### src/hw/rtl/stk_pkg.sv
// Shared types and constants of the s-expression tokenizer.
// Used by stk_lex, stk_outq and s_expression_tokenizer; no dependencies.
`timescale 1ns / 1ps

package stk_pkg;

  localparam int LENGTH_WIDTH = 16;
  localparam int LINE_WIDTH   = 16;
  localparam int QDEPTH       = 4;
  localparam int QAW          = $clog2(QDEPTH);

  // source bytes with a meaning of their own
  localparam logic [7:0] CH_EOI    = 8'h00;
  localparam logic [7:0] CH_TAB    = 8'h09;
  localparam logic [7:0] CH_NL     = 8'h0A;
  localparam logic [7:0] CH_VT     = 8'h0B;
  localparam logic [7:0] CH_FF     = 8'h0C;
  localparam logic [7:0] CH_CR     = 8'h0D;
  localparam logic [7:0] CH_SPACE  = 8'h20;
  localparam logic [7:0] CH_DQUOTE = 8'h22;
  localparam logic [7:0] CH_QUOTE  = 8'h27;
  localparam logic [7:0] CH_LPAR   = 8'h28;
  localparam logic [7:0] CH_RPAR   = 8'h29;
  localparam logic [7:0] CH_COMMA  = 8'h2C;
  localparam logic [7:0] CH_DOT    = 8'h2E;
  localparam logic [7:0] CH_SEMI   = 8'h3B;
  localparam logic [7:0] CH_LBRK   = 8'h5B;
  localparam logic [7:0] CH_BSLASH = 8'h5C;
  localparam logic [7:0] CH_RBRK   = 8'h5D;
  localparam logic [7:0] CH_BTICK  = 8'h60;
  localparam logic [7:0] CH_LC_N   = 8'h6E;
  localparam logic [7:0] CH_LC_T   = 8'h74;

  typedef enum logic [1:0] {
    EV_TEXT     = 2'd0,
    EV_DONE     = 2'd1,
    EV_UNTERM   = 2'd2
  } event_t;

  typedef enum logic [2:0] {
    TK_NONE   = 3'd0,
    TK_ATOM   = 3'd1,
    TK_STRING = 3'd2,
    TK_PUNCT  = 3'd3,
    TK_EOI    = 3'd4
  } kind_t;

  typedef enum logic [4:0] {
    M_IDLE    = 5'b00001,
    M_COMMENT = 5'b00010,
    M_ATOM    = 5'b00100,
    M_STRING  = 5'b01000,
    M_ESCAPE  = 5'b10000
  } mode_t;

  typedef struct packed {
    logic [15:0] text_length;
    logic [15:0] line_number;
    logic [7:0]  value_byte;
    kind_t       token_kind;
    event_t      event_res;
    logic        last_result;
  } res_t;

  // what the lexer hands to the output queue for one byte
  typedef struct packed {
    logic [1:0] cnt;
    res_t       r0;
    res_t       r1;
  } push_t;

endpackage

### src/hw/rtl/stk_lex.sv
// Lexer state and next-state logic: one source byte per accepted word,
// zero to two results out. Depends on stk_pkg.
`timescale 1ns / 1ps

module stk_lex (
  input  logic          clk,
  input  logic          rst_n,
  input  logic          en,
  input  logic [7:0]    ch,
  output stk_pkg::push_t push
);

  localparam logic [stk_pkg::LENGTH_WIDTH-1:0] LEN_MAX = '1;
  localparam logic [stk_pkg::LINE_WIDTH-1:0]   LINE_MAX = '1;

  stk_pkg::mode_t mode_r, mode_nxt;
  logic [stk_pkg::LINE_WIDTH-1:0]   line_r, line_nxt;
  logic [stk_pkg::LENGTH_WIDTH-1:0] len_r, len_nxt, len_inc, len_sel;

  logic is_punct, is_ws_idle, ends_atom, bump;
  stk_pkg::res_t  b_res, r0, r1;
  logic           b_has, b_bump;
  stk_pkg::mode_t b_mode;
  logic [stk_pkg::LENGTH_WIDTH-1:0] b_len;
  logic [1:0] cnt;
  logic [7:0] esc_byte;

  function automatic stk_pkg::res_t mk(stk_pkg::event_t ev, stk_pkg::kind_t k,
                                       logic [7:0] v, logic [15:0] ln,
                                       logic [15:0] tl);
    stk_pkg::res_t r;
    r.event_res   = ev;
    r.token_kind  = k;
    r.value_byte  = v;
    r.line_number = ln;
    r.text_length = tl;
    r.last_result = 1'b0;
    return r;
  endfunction

  logic [15:0] line16;
  assign line16  = 16'(line_r);
  assign len_inc = (len_r == LEN_MAX) ? len_r : len_r + 1'b1;

  always_comb begin
    is_punct = (ch == stk_pkg::CH_LPAR) || (ch == stk_pkg::CH_RPAR) ||
               (ch == stk_pkg::CH_LBRK) || (ch == stk_pkg::CH_RBRK) ||
               (ch == stk_pkg::CH_DOT) || (ch == stk_pkg::CH_QUOTE) ||
               (ch == stk_pkg::CH_BTICK) || (ch == stk_pkg::CH_COMMA);
    is_ws_idle = (ch == stk_pkg::CH_SPACE) || (ch == stk_pkg::CH_TAB) ||
                 (ch == stk_pkg::CH_VT) || (ch == stk_pkg::CH_FF) ||
                 (ch == stk_pkg::CH_CR);
    ends_atom = (ch == stk_pkg::CH_EOI) || is_punct || (ch == stk_pkg::CH_SEMI) ||
                (ch == stk_pkg::CH_SPACE) || (ch == stk_pkg::CH_TAB) ||
                (ch == stk_pkg::CH_NL);
    esc_byte = (ch == stk_pkg::CH_LC_N) ? stk_pkg::CH_NL :
               (ch == stk_pkg::CH_LC_T) ? stk_pkg::CH_TAB : ch;
  end

  // handling of a byte between tokens (also the byte that ends an atom)
  always_comb begin
    b_mode = stk_pkg::M_IDLE;
    b_has  = 1'b0;
    b_bump = 1'b0;
    b_len  = len_r;
    b_res  = mk(stk_pkg::EV_DONE, stk_pkg::TK_EOI, 8'h00, line16, 16'h0000);
    if (ch == stk_pkg::CH_EOI) begin
      b_has = 1'b1;
    end else if (ch == stk_pkg::CH_NL) begin
      b_bump = 1'b1;
    end else if (is_ws_idle) begin
      b_has = 1'b0;
    end else if (ch == stk_pkg::CH_SEMI) begin
      b_mode = stk_pkg::M_COMMENT;
    end else if (ch == stk_pkg::CH_DQUOTE) begin
      b_len  = '0;
      b_mode = stk_pkg::M_STRING;
    end else if (is_punct) begin
      b_has = 1'b1;
      b_res = mk(stk_pkg::EV_DONE, stk_pkg::TK_PUNCT, ch, line16, 16'h0000);
    end else begin
      // first byte of an atom: length restarts at one
      b_has  = 1'b1;
      b_len  = stk_pkg::LENGTH_WIDTH'(1);
      b_mode = stk_pkg::M_ATOM;
      b_res  = mk(stk_pkg::EV_TEXT, stk_pkg::TK_ATOM, ch, line16, 16'h0001);
    end
  end

  always_comb begin
    mode_nxt = mode_r;
    len_sel  = len_r;
    bump     = 1'b0;
    cnt      = 2'd0;
    r0       = b_res;
    r1       = b_res;
    case (mode_r)
      stk_pkg::M_COMMENT: begin
        if (ch == stk_pkg::CH_EOI) begin
          cnt      = 2'd1;
          r0       = mk(stk_pkg::EV_DONE, stk_pkg::TK_EOI, 8'h00, line16, 16'h0000);
          mode_nxt = stk_pkg::M_IDLE;
        end else if (ch == stk_pkg::CH_NL) begin
          bump     = 1'b1;
          mode_nxt = stk_pkg::M_IDLE;
        end
      end
      stk_pkg::M_ATOM: begin
        if (ends_atom) begin
          r0       = mk(stk_pkg::EV_DONE, stk_pkg::TK_ATOM, 8'h00, line16,
                        16'(len_r));
          r1       = b_res;
          cnt      = b_has ? 2'd2 : 2'd1;
          mode_nxt = b_mode;
          len_sel  = b_len;
          bump     = b_bump;
        end else begin
          cnt     = 2'd1;
          len_sel = len_inc;
          r0      = mk(stk_pkg::EV_TEXT, stk_pkg::TK_ATOM, ch, line16, 16'(len_inc));
        end
      end
      stk_pkg::M_STRING, stk_pkg::M_ESCAPE: begin
        if (ch == stk_pkg::CH_EOI) begin
          cnt      = 2'd2;
          r0       = mk(stk_pkg::EV_UNTERM, stk_pkg::TK_STRING, 8'h00, line16,
                        16'(len_r));
          r1       = mk(stk_pkg::EV_DONE, stk_pkg::TK_EOI, 8'h00, line16, 16'h0000);
          mode_nxt = stk_pkg::M_IDLE;
        end else if (mode_r == stk_pkg::M_ESCAPE) begin
          cnt      = 2'd1;
          len_sel  = len_inc;
          bump     = (ch == stk_pkg::CH_NL);
          r0       = mk(stk_pkg::EV_TEXT, stk_pkg::TK_STRING, esc_byte, line16,
                        16'(len_inc));
          mode_nxt = stk_pkg::M_STRING;
        end else if (ch == stk_pkg::CH_DQUOTE) begin
          cnt      = 2'd1;
          r0       = mk(stk_pkg::EV_DONE, stk_pkg::TK_STRING, 8'h00, line16,
                        16'(len_r));
          mode_nxt = stk_pkg::M_IDLE;
        end else if (ch == stk_pkg::CH_BSLASH) begin
          mode_nxt = stk_pkg::M_ESCAPE;
        end else begin
          cnt     = 2'd1;
          len_sel = len_inc;
          bump    = (ch == stk_pkg::CH_NL);
          r0      = mk(stk_pkg::EV_TEXT, stk_pkg::TK_STRING, ch, line16,
                       16'(len_inc));
        end
      end
      default: begin
        // idle, and any mode code without a meaning
        r0       = b_res;
        cnt      = b_has ? 2'd1 : 2'd0;
        mode_nxt = b_mode;
        len_sel  = b_len;
        bump     = b_bump;
      end
    endcase
    len_nxt  = len_sel;
    line_nxt = (bump && (line_r != LINE_MAX)) ? line_r + 1'b1 : line_r;

    // mark the final result of this byte
    if (cnt == 2'd2) begin
      r1.last_result = 1'b1;
    end else begin
      r0.last_result = 1'b1;
    end
    push.cnt = en ? cnt : 2'd0;
    push.r0  = r0;
    push.r1  = r1;
  end

  always_ff @(posedge clk) begin
    if (!rst_n) begin
      mode_r <= stk_pkg::M_IDLE;
      line_r <= stk_pkg::LINE_WIDTH'(1);
      len_r  <= '0;
    end else if (en) begin
      mode_r <= mode_nxt;
      line_r <= line_nxt;
      len_r  <= len_nxt;
    end
  end

endmodule

### src/hw/rtl/stk_outq.sv
// Result queue: takes up to two results a cycle, gives one a cycle while
// out_ready is high. Depends on stk_pkg.
`timescale 1ns / 1ps

module stk_outq (
  input  logic           clk,
  input  logic           rst_n,
  input  stk_pkg::push_t push,
  output logic           room,
  output logic           out_valid,
  input  logic           out_ready,
  output stk_pkg::res_t  out_res
);

  stk_pkg::res_t mem [stk_pkg::QDEPTH];
  logic [stk_pkg::QAW-1:0] wr_r, wr_nxt, rd_r, rd_nxt;
  logic [stk_pkg::QAW:0]   count_r, count_nxt;
  logic pop;

  assign out_valid = (count_r != '0);
  assign out_res   = mem[rd_r];
  assign pop       = out_valid && out_ready;
  // two free slots needed, since one word can cause two results
  assign room      = (count_r <= (stk_pkg::QAW+1)'(stk_pkg::QDEPTH - 2));

  always_comb begin
    wr_nxt    = wr_r + stk_pkg::QAW'(push.cnt);
    rd_nxt    = pop ? rd_r + 1'b1 : rd_r;
    count_nxt = count_r + (stk_pkg::QAW+1)'(push.cnt) - (stk_pkg::QAW+1)'(pop);
  end

  always_ff @(posedge clk) begin
    if (push.cnt != 2'd0) begin
      mem[wr_r] <= push.r0;
    end
    if (push.cnt == 2'd2) begin
      mem[wr_r + 1'b1] <= push.r1;
    end
  end

  always_ff @(posedge clk) begin
    if (!rst_n) begin
      wr_r    <= '0;
      rd_r    <= '0;
      count_r <= '0;
    end else begin
      wr_r    <= wr_nxt;
      rd_r    <= rd_nxt;
      count_r <= count_nxt;
    end
  end

endmodule

### src/hw/rtl/s_expression_tokenizer.sv
// S-expression tokenizer, top level: stream ports around the lexer and
// the result queue. Depends on stk_pkg, stk_lex, stk_outq.
`timescale 1ns / 1ps

// One source byte enters per cycle; byte 0 ends the input. Each byte is
// lexed in the cycle it is accepted and its zero to two results go into
// a four-word queue, which drains one word per cycle while out_tready is
// high. in_tready drops only while fewer than two queue slots are free, so
// a stream whose bytes average at most one result runs at one byte per
// cycle; an atom ending at a punctuation byte or at end of input gives two
// results. Line count and token length saturate at all ones; tuser carries
// event and token kind, and tlast marks the last result caused by a byte.
module s_expression_tokenizer (
  input  logic        clk,
  input  logic        rst_n,
  input  logic        in_tvalid,
  output logic        in_tready,
  input  logic [7:0]  in_tdata,   // [7:0] ch
  output logic        out_tvalid,
  input  logic        out_tready,
  // [7:0] value_byte, [23:8] line_number, [39:24] text_length
  output logic [39:0] out_tdata,
  output logic [4:0]  out_tuser,  // [1:0] event_res, [4:2] token_kind
  output logic        out_tlast
);

  stk_pkg::push_t push;
  stk_pkg::res_t  res;
  logic           room;

  assign in_tready = room;

  stk_lex u_lex (
    .clk   (clk),
    .rst_n (rst_n),
    .en    (in_tvalid && room),
    .ch    (in_tdata),
    .push  (push)
  );

  stk_outq u_q (
    .clk       (clk),
    .rst_n     (rst_n),
    .push      (push),
    .room      (room),
    .out_valid (out_tvalid),
    .out_ready (out_tready),
    .out_res   (res)
  );

  assign out_tdata = {res.text_length, res.line_number, res.value_byte};
  assign out_tuser = {res.token_kind, res.event_res};
  assign out_tlast = res.last_result;

endmodule
### config.mk
export PLATFORM = sky130hd
export DESIGN_NAME = s_expression_tokenizer
export DESIGN_NICKNAME = d
export VERILOG_FILES = /design/src/hw/rtl/stk_pkg.sv /design/src/hw/rtl/stk_lex.sv /design/src/hw/rtl/stk_outq.sv /design/src/hw/rtl/s_expression_tokenizer.sv
export SDC_FILE = /design/constraint.sdc
export NUM_CORES = 1
export LEC_CHECK = 0
export ABC_AREA = 1
export BUFFER_PORTS_ARGS = -buffer_cell sky130_fd_sc_hd__buf_2
export CAP_MARGIN = 20
export CORE_UTILIZATION = 53
export DETAILED_ROUTE_END_ITERATION = 10
export GPL_TIMING_DRIVEN = 0
export PLACE_DENSITY = 0.77
export SYNTH_ARGS = -nofsm -noshare
export SYNTH_HDL_FRONTEND = slang
export SYNTH_HIERARCHICAL = 1
export SYNTH_SLANG_ARGS = --single-unit
export TNS_END_PERCENT = 50
### constraint.sdc
create_clock -name clk -period 5.9 [get_ports clk]
set_clock_uncertainty 0.2 [all_clocks]
set_input_delay 0.295 -clock clk [delete_from_list [all_inputs] [get_ports clk]]
set_output_delay 0.295 -clock clk [all_outputs]
set_load 0.03 [all_outputs]
* After elaboration in Yosys (flattened, before gate mapping) *
Memory sizes are Yosys's and may differ from the RTL's. A register that Yosys moved wholly into a read port is not among the register bits.
Cells that the tools add are included.

word-level totals
  register bits = 44
  bits in writable memories = 184
  output and inout port bits = 48
  logic and storage cells = 149
  memories = 1

operators by class
  add/sub/neg operators = 7
  $lt $le $gt $ge = 1
  eq/ne operators = 33
  multiplexer cells = 74
  bitwise operators = 1
  reductions and logical operators = 26

memories
  name     words  width  read ports  clocked after Yosys merged registers in  wr ports  line            RTL
  u_q.mem  4      46     1           1                                        2         stk_outq.sv:15  stk_pkg::res_t mem [stk_pkg::QDEPTH];

operators with widths
  kind                   number
  $mux 46                12
  $mux 16                12
  $pmux 46 s3            1
  $eq 8x6->1 const B     8
  $mux 5                 12
  $eq 8x7->1 const B     6
  $pmux 16 s3            1
  $eq 8x4->1 const B     5
  $add 16x1->16 const B  2
  $mux 31                1
  $mux 1                 21
  $eq 16x16->1 const B   1
  $logic_or 1x1->1       16
  $mux 2                 8
  $mux 8                 2
  $ne 16x16->1 const B   1
  $pmux 5 s3             1
  $logic_not 8->1        1
  $ne 3x2->1 const B     2
  $pmux 2 s3             1
  $eq 5x2->1 const B     1
  $eq 5x3->1 const B     1
  $eq 5x4->1 const B     1
  $eq 5x5->1 const B     1
  20 further kinds       24

* Longest topological paths before layout *
Gate-level depths: netlist of the first run.

  depth after elaboration = 20
  gate-level depth with buffers = 20
  gate-level depth less buffers = 19

* By module *
Netlist of the first run, hierarchy kept.

by module, submodules not included
  module                  times used  cells an instance  area an instance (sq um)  sequential area each (sq um)
  stk_outq                1           974                9295.2                    5705.5
  stk_lex                 1           756                4121.5                    740.7
  s_expression_tokenizer  1           2                  7.5                       0.0

* Least setup slack after synthesis of the first run *
Ideal clock, no wire load.

  path kind = register -> register
  start = register u_lex.mode_r[0]
  end = memory u_q/mem[3][0] (netlist name) (enable)
  library setup time = 518 ps
  arrival = 5225 ps
  required time = 5182 ps
  path slack = -43 ps
  cell stages (with the launch flop) = 11
  buffers on the path = 1
  period minus slack after synthesis = 5943 ps
  path through = dfxtp_1 nor2_1 nand3_2 nand2_2 inv_2 clkbuf_1 o31ai_1 a21oi_1 nor2_1 nor2_1 o31ai_1

RTL lines
  what                    line            RTL
  from (decl)             stk_lex.sv:16   stk_pkg::mode_t mode_r, mode_nxt;
  from (signal assigned)  stk_lex.sv:177  mode_r <= stk_pkg::M_IDLE;
  from (signal assigned)  stk_lex.sv:181  mode_r <= mode_nxt;
  to (decl)               stk_outq.sv:15

==> impl_metrics.yaml, run 1 <==
run:
  maxCapViolations: 0
timing:
  relSlewSlack_pct: 24.4
  tightest_slew_ps: 1120
  fmax_mhz: 220
  timing_hold_violations_final: 0
  slew_viol_final: 0
  fin_crit_ps: 4550
  setup_viol: 0
  rsz0062_at_grt: "false"
  fin_crit_sh_pct: 77.1
setup_path:
  end_kind: "register"
  crit_arrival_ps: 4620
  r2r-end: "u_q/mem[2][31]$_DFFE_PP_"
  timing.rr.start: "u_lex/mode_r[0]$_SDFFE_PN1P_"
  worstSetupPathType: "reg2reg"
  reg2reg_depth: 13
  rrSetupSlack_ps: 1350
  cp-start-kind: "register"
  worstPathMaxFanout: 24
  required_ps: 5970
power_and_ir_drop:
  intPower_uw: 3450
  power.share.clock_pct: 30.3
  power_uw: 5420
  p_leak_uw: 0.00598
  seq_power_share_pct: 38.5
  power.density_nw_per_um2: 356
  ir_drop_mv: 0.213
  switchingPower_uw: 1970
  combPwrFrac_pct: 31.2
  sw_frac_of_total_pct: 36.4
placed_design:
  io_buffer_count: 59
  post-dp-hpwl_um: 27900
  placed_cell_area_um2: 14300
  gp_congestion: 0.989
routing:
  first_iter_violations: 1536
  first_pass_iters: 6
  num_vias: 12873
  drc: 0
  routed_via_density: 5.89
  drt-total-wl_um: 40700
  ant_nets: 0
  routedWlPerCell_um: 18.6
clock_network:
  htree_levels: 1
  clk_latency_ps: 530
  cts_made_buffers: 26
  cts_repair_resize_count: 0
  clockBufferDepth: 3
  post_cts.repair.setup_buffers: 0
  clkSinkCount: 230
  clk_pin_slew_ps: 60
  cts_root_buffer: "clkbuf_16"
  cts_tree: "done"
worst_hold_path:
  whs_endpoint: "u_q/mem[0][13]$_DFFE_PP_"
  hp-start: "in_tdata[7]"
  min_path_cells: 4
  min_path_type: "in2reg"
layout:
  fin_nets: 1862
  fillers: 2189
  layout_common_cells: "nand2_1, nor2_1, o21ai_0"
  drive_above_1_share_pct: 12.5
  final_common_cell: "nand2_1"
  antenna_cells: 0
  final_design_area_no_fill_um2: 15200
  syn_to_final_growth_pct: 13.5
floorplanning:
  io_pins: 60
  dieArea_um2: 26000
  core_um2: 24600
  initial_core_util_pct: 54.6
  die_w_um: 161
  die_height_um: 161
  row_count: 57
synthesis:
  synthDistinctLibCells: 46
  avgSynthCellArea_um2: 7.75
  ys_async_sr_fraction_pct: 0
  synth_top_flop_cell: "edfxtp_1"
  synth_edf_count: 184
  synth_cells: 1732
  ys_seq_area_share_pct: 48.0
  netlist_area_um2: 13400
  ys_ff_latch: 230
  yosysWarnings: 6
global_routing:
  grt_pass1_wl_um: 64100
  grt_usage_pct: 31.4
  grt_max_degree: 32
  antenna_found_initial: 0
  grt_pass1_vias: 12298
  overflow: 0
outcome:
  status: "completed"
[state kept, by name, indices dropped and copies added (netlist names), named ones only]
register      cells
u_q/mem         184
u_lex/len_r      16
u_lex/line16     16
u_lex/mode_r      5
u_q/count_r       3
u_q/rd_r          2
u_q/wr_r          2
[through the flow]
stage	util (%)	std cells	setup WS, ps	setup TNS [ps]	hold WS [ps]
finish	61.9	2187	1350	0	124
global route	61.9	2187	1210	0	168
CTS	61.9	2187	1430	0	107
detailed placement	58.2	2136	1450	0	281
global placement	57.7	2130	-893	-40920	265
floorplan	-	1747	1390	0	188
[routing by layer]
layer  wire (µm)  up-vias  GRT usage (%)  part of all wire, %
li1            -     6051              -                    -
met1       15800     5938           40.3                   39
met2       19200      760           52.5                   47
met3        3910      124           3.85                  9.6
met4        1730        0           15.5                  4.3
met5           0        -              0                    0
[area by class of cell]
cell class / instances / area, µm² / area share, %
Clock inverter: 10 / 139 / 0.912
Inverter: 159 / 597 / 3.92
Multi-Input combinational cell: 1234 / 5730 / 37.6
Buffer: 124 / 724 / 4.76
Tap cell: 324 / 405 / 2.66
Timing Repair Buffer: 68 / 452 / 2.97
Clock buffer: 38 / 736 / 4.83
Sequential cell: 230 / 6450 / 42.3
[critical path: stages, from the launching register on]
cell	delay (ps)
dfxtp_1	330
nor2_1	210
nand3_2	260
nand2_2	290
inv_2	160
clkbuf_1	350
o31ai_1	330
a21oi_1	60
nor2_1	450
nor2_4	100
nand2_1	120
clkbuf_1	460
nand2_2	560
buf_12	370
[repair_timing]
action | CTS | global route
hold buffers | 3 | 0
endpoints found under the setup margin | 0 | 0
endpoints found under the hold margin | 14 | 0
[logic make-up (layout without fill, tap and decap cells)]
group | Yosys count | count (layout) | share of synthesized area, %
xor gates and xnor gates | 7 | 7 | 0.457
other | 1 | 16 | 0.0279
DFF | 230 | 230 | 48.0
buffers and inverters | 283 | 399 | 9.84
AOI/OAI and AO/OA | 448 | 448 | 17.7
and+or+nand+nor | 756 | 756 | 23.2
adders and majority gates | 7 | 7 | 0.708
[worst max-delay path by stage]
stage                                             from                       end  cells after the start
final                     u_lex/mode_r[0]$_SDFFE_PN1P_  u_q/mem[2][31]$_DFFE_PP_                     13
after global routing      u_lex/mode_r[0]$_SDFFE_PN1P_  u_q/mem[2][42]$_DFFE_PP_                     13
after CTS                 u_lex/mode_r[0]$_SDFFE_PN1P_  u_q/mem[2][42]$_DFFE_PP_                     13
after detailed placement  u_lex/mode_r[0]$_SDFFE_PN1P_  u_q/mem[2][25]$_DFFE_PP_                     13
after global placement    u_lex/mode_r[0]$_SDFFE_PN1P_   u_q/mem[3][7]$_DFFE_PP_                     10
after floorplan           u_lex/mode_r[0]$_SDFFE_PN1P_   u_q/mem[3][0]$_DFFE_PP_                     10
[power groups by stage]
stage	registers [µW]	clock network (µW)	logic [µW]
floorplan	2090	0	1150
global placement	2120	0	1600
detailed placement	2110	0	1660
CTS	2080	1660	1670
global route	2100	1730	1840
finish	2080	1640	1690
[synthesized netlist by cell type (all sizes together), types with 2 or more instances]
| cell | number | area share, % |
|---|---|---|
| o31ai | 2 | 0.11 |
| nand2 | 425 | 12 |
| nor3b | 5 | 0.32 |
| o211ai | 6 | 0.34 |
| o2111ai | 3 | 0.20 |
| inv | 159 | 4.4 |
| o21ai | 312 | 12 |
| xor2 | 6 | 0.39 |
| o221ai | 3 | 0.20 |
| clkbuf | 40 | 1.1 |
| nor2 | 212 | 6.3 |
| dfxtp | 46 | 6.9 |
| nor3 | 10 | 0.37 |
| nand4 | 13 | 0.61 |
| a31oi | 2 | 0.093 |
| ha | 6 | 0.56 |
| edfxtp | 184 | 41 |
| nor4 | 3 | 0.19 |
| buf | 84 | 4.3 |
| o311ai | 2 | 0.13 |
| o22ai | 49 | 2.3 |
| nand3 | 85 | 3.3 |
| a21oi | 64 | 2.4 |
Power figures use the tool's default switching activity.
==> run 2, diff against run 1 <==
==> constraint.sdc (replaced) <==
create_clock -name clk -period 4 [get_ports clk]
set_clock_uncertainty 0.2 [all_clocks]
set_input_delay 0.2 -clock clk [delete_from_list [all_inputs] [get_ports clk]]
set_output_delay 0.2 -clock clk [all_outputs]
set_load 0.03 [all_outputs]
==> run 2 against run 1 <==
Count of clock-buffer cells in the layout is 4 lower. Utilization is 0.26 points higher. Critical path depth stayed put. Setup slack worse by 1200 ps. Routed wire length is 0.18% lower. Cell area is 0.42% higher. First-iteration DRC count is 1.8% higher. Final cell count hardly changed. Combinational power is 49% higher. Die area stayed put.
==> impl_metrics.yaml, run 2 (synthesis results as in run 1) <==
outcome:
  status: "completed"
routing:
  routed_via_density: 5.88
  ant_nets: 0
  first_iter_violations: 1563
  drc: 0
  first_pass_iters: 6
  routedWlPerCell_um: 18.6
  drt-total-wl_um: 40700
  num_vias: 12869
power_and_ir_drop:
  power_uw: 7940
  power.density_nw_per_um2: 519
  ir_drop_mv: 0.433
  p_leak_uw: 0.00602
global_routing:
  antenna_found_initial: 0
  grt_max_degree: 27
  overflow: 0
  grt_pass1_wl_um: 63200
  grt_usage_pct: 31.0
  grt_pass1_vias: 12144
layout:
  layout_common_cells: "nand2_1, nor2_1, o21ai_0"
  finish.utilization_pct: 62.2
  final_common_cell: "nand2_1"
  fin_nets: 1864
  regMostFlops: "u_q/mem"
  final_design_area_no_fill_um2: 15300
  regArea_um2: 6450
  antenna_cells: 0
  fillers: 2163
  multiInputGateArea_um2: 5780
  largest_reg_flops: 184
  drive_above_1_share_pct: 13.3
  syn_to_final_growth_pct: 14.0
worst_hold_path:
  min_path_type: "in2reg"
run:
  maxCapViolations: 0
clock_network:
  htree_levels: 1
  clockBufferDepth: 3
  clk_pin_slew_ps: 60
  clk_latency_ps: 550
  cts_made_buffers: 25
  cts_tree: "done"
  cts_root_buffer: "clkbuf_16"
  clkSinkCount: 230
setup_path:
  cp_cell_sequence: "nor2_1, nand3_2, nand2_2, inv_2, clkbuf_1, o31ai_1, a21oi_1, nor2_4, nor2_4, nand3_1, clkbuf_2, nand2_8, buf_12"
  critical_path.max_stage_delay_ps: 520
  worstPathMaxFanout: 25
  crit_arrival_ps: 3870
  cp-start-kind: "register"
  end_kind: "register"
  worstSetupPathType: "reg2reg"
  crit_slowest_cell: "clkbuf_1"
  crit_top_cell: "nor2_4"
  required_ps: 4030
floorplanning:
  dieArea_um2: 26000
  die_w_um: 161
  die_height_um: 161
  initial_core_util_pct: 54.6
  row_count: 57
  io_pins: 60
  core_um2: 24600
timing:
  fmax_mhz: 261
  slew_viol_final: 0
  fin_crit_sh_pct: 95.9
  hold_slack_ps: 26.1
  timing_hold_violations_final: 0
  finalSetupTns_ps: 0
  fin_crit_ps: 3840
  setup_viol: 0
  tightest_slew_ps: 1160
  relSlewSlack_pct: 21.6
  rsz0062_at_grt: "false"
placed_design:
  io_buffer_count: 59
  post-dp-hpwl_um: 27800
  placed_cell_area_um2: 14300
  gp_congestion: 0.984
[run 2: critical path: cells and delay by family (launching register included)]
kind | cells | cell delay [ps]
AOI/OAI and AO/OA | 2 | 400
DFF | 1 | 400
and+or+nand+nor | 7 | 1200
buffers and inverters | 4 | 1310
[run 2: metrics by stage]
step	setup slack (ps)	cells
after floorplan	284	1747
after global placement	-1600	2130
after detailed placement	-556	2136
after CTS	81.7	2185
after global routing	33.4	2188
final	164	2188
[run 2: final timing paths]
kind / startpoint / endpoint / slack, ps / cells past startpoint
setup / recovery: u_lex/mode_r[3]$_SDFFE_PN0P_ / u_q/mem[0][16]$_DFFE_PP_ / 160 / 13
hold / removal: in_tdata[7] / u_q/mem[1][13]$_DFFE_PP_ / 30 / 4
setup reg to reg: u_lex/mode_r[3]$_SDFFE_PN0P_ / u_q/mem[0][16]$_DFFE_PP_ / 160 / 13
hold reg to reg: u_lex/mode_r[1]$_SDFFE_PN0P_ / u_lex/mode_r[1]$_SDFFE_PN0P_ / 290 / 2
[run 2: layer usage]
metal | vias to the layer above | global-route usage, % | share of wire (%)
met3 | 117 | 3.78 | 9.5
met5 | - | 0 | 0
met1 | 5955 | 39.7 | 39
li1 | 6046 | - | -
met4 | 0 | 15.2 | 4.4
met2 | 751 | 52.0 | 47
[run 2: cell type report]
type / count / area share [%]
Tap cell: 324 / 2.65
Multi-Input combinational cell: 1234 / 37.8
Buffer: 124 / 4.78
Timing Repair Buffer: 71 / 3.26
Inverter: 159 / 3.90
Sequential cell: 230 / 42.1
Clock buffer: 34 / 4.64
Clock inverter: 12 / 0.875
[run 2: power breakdown]
part,internal (µW),leakage [µW],switching [µW]
Clock,1380,0.000417,966
Combinational,690,0.00353,1830
Sequential,2930,0.00207,136
[run 2: repair_timing]
item / CTS / global route
endpoints found under the hold margin: 15 / 0
hold buffers: 3 / 0
setup buffers: 0 / 3
endpoints found under the setup margin: 174 / 113
pin swaps: 0 / 2
gates resized for setup: 8 / 7
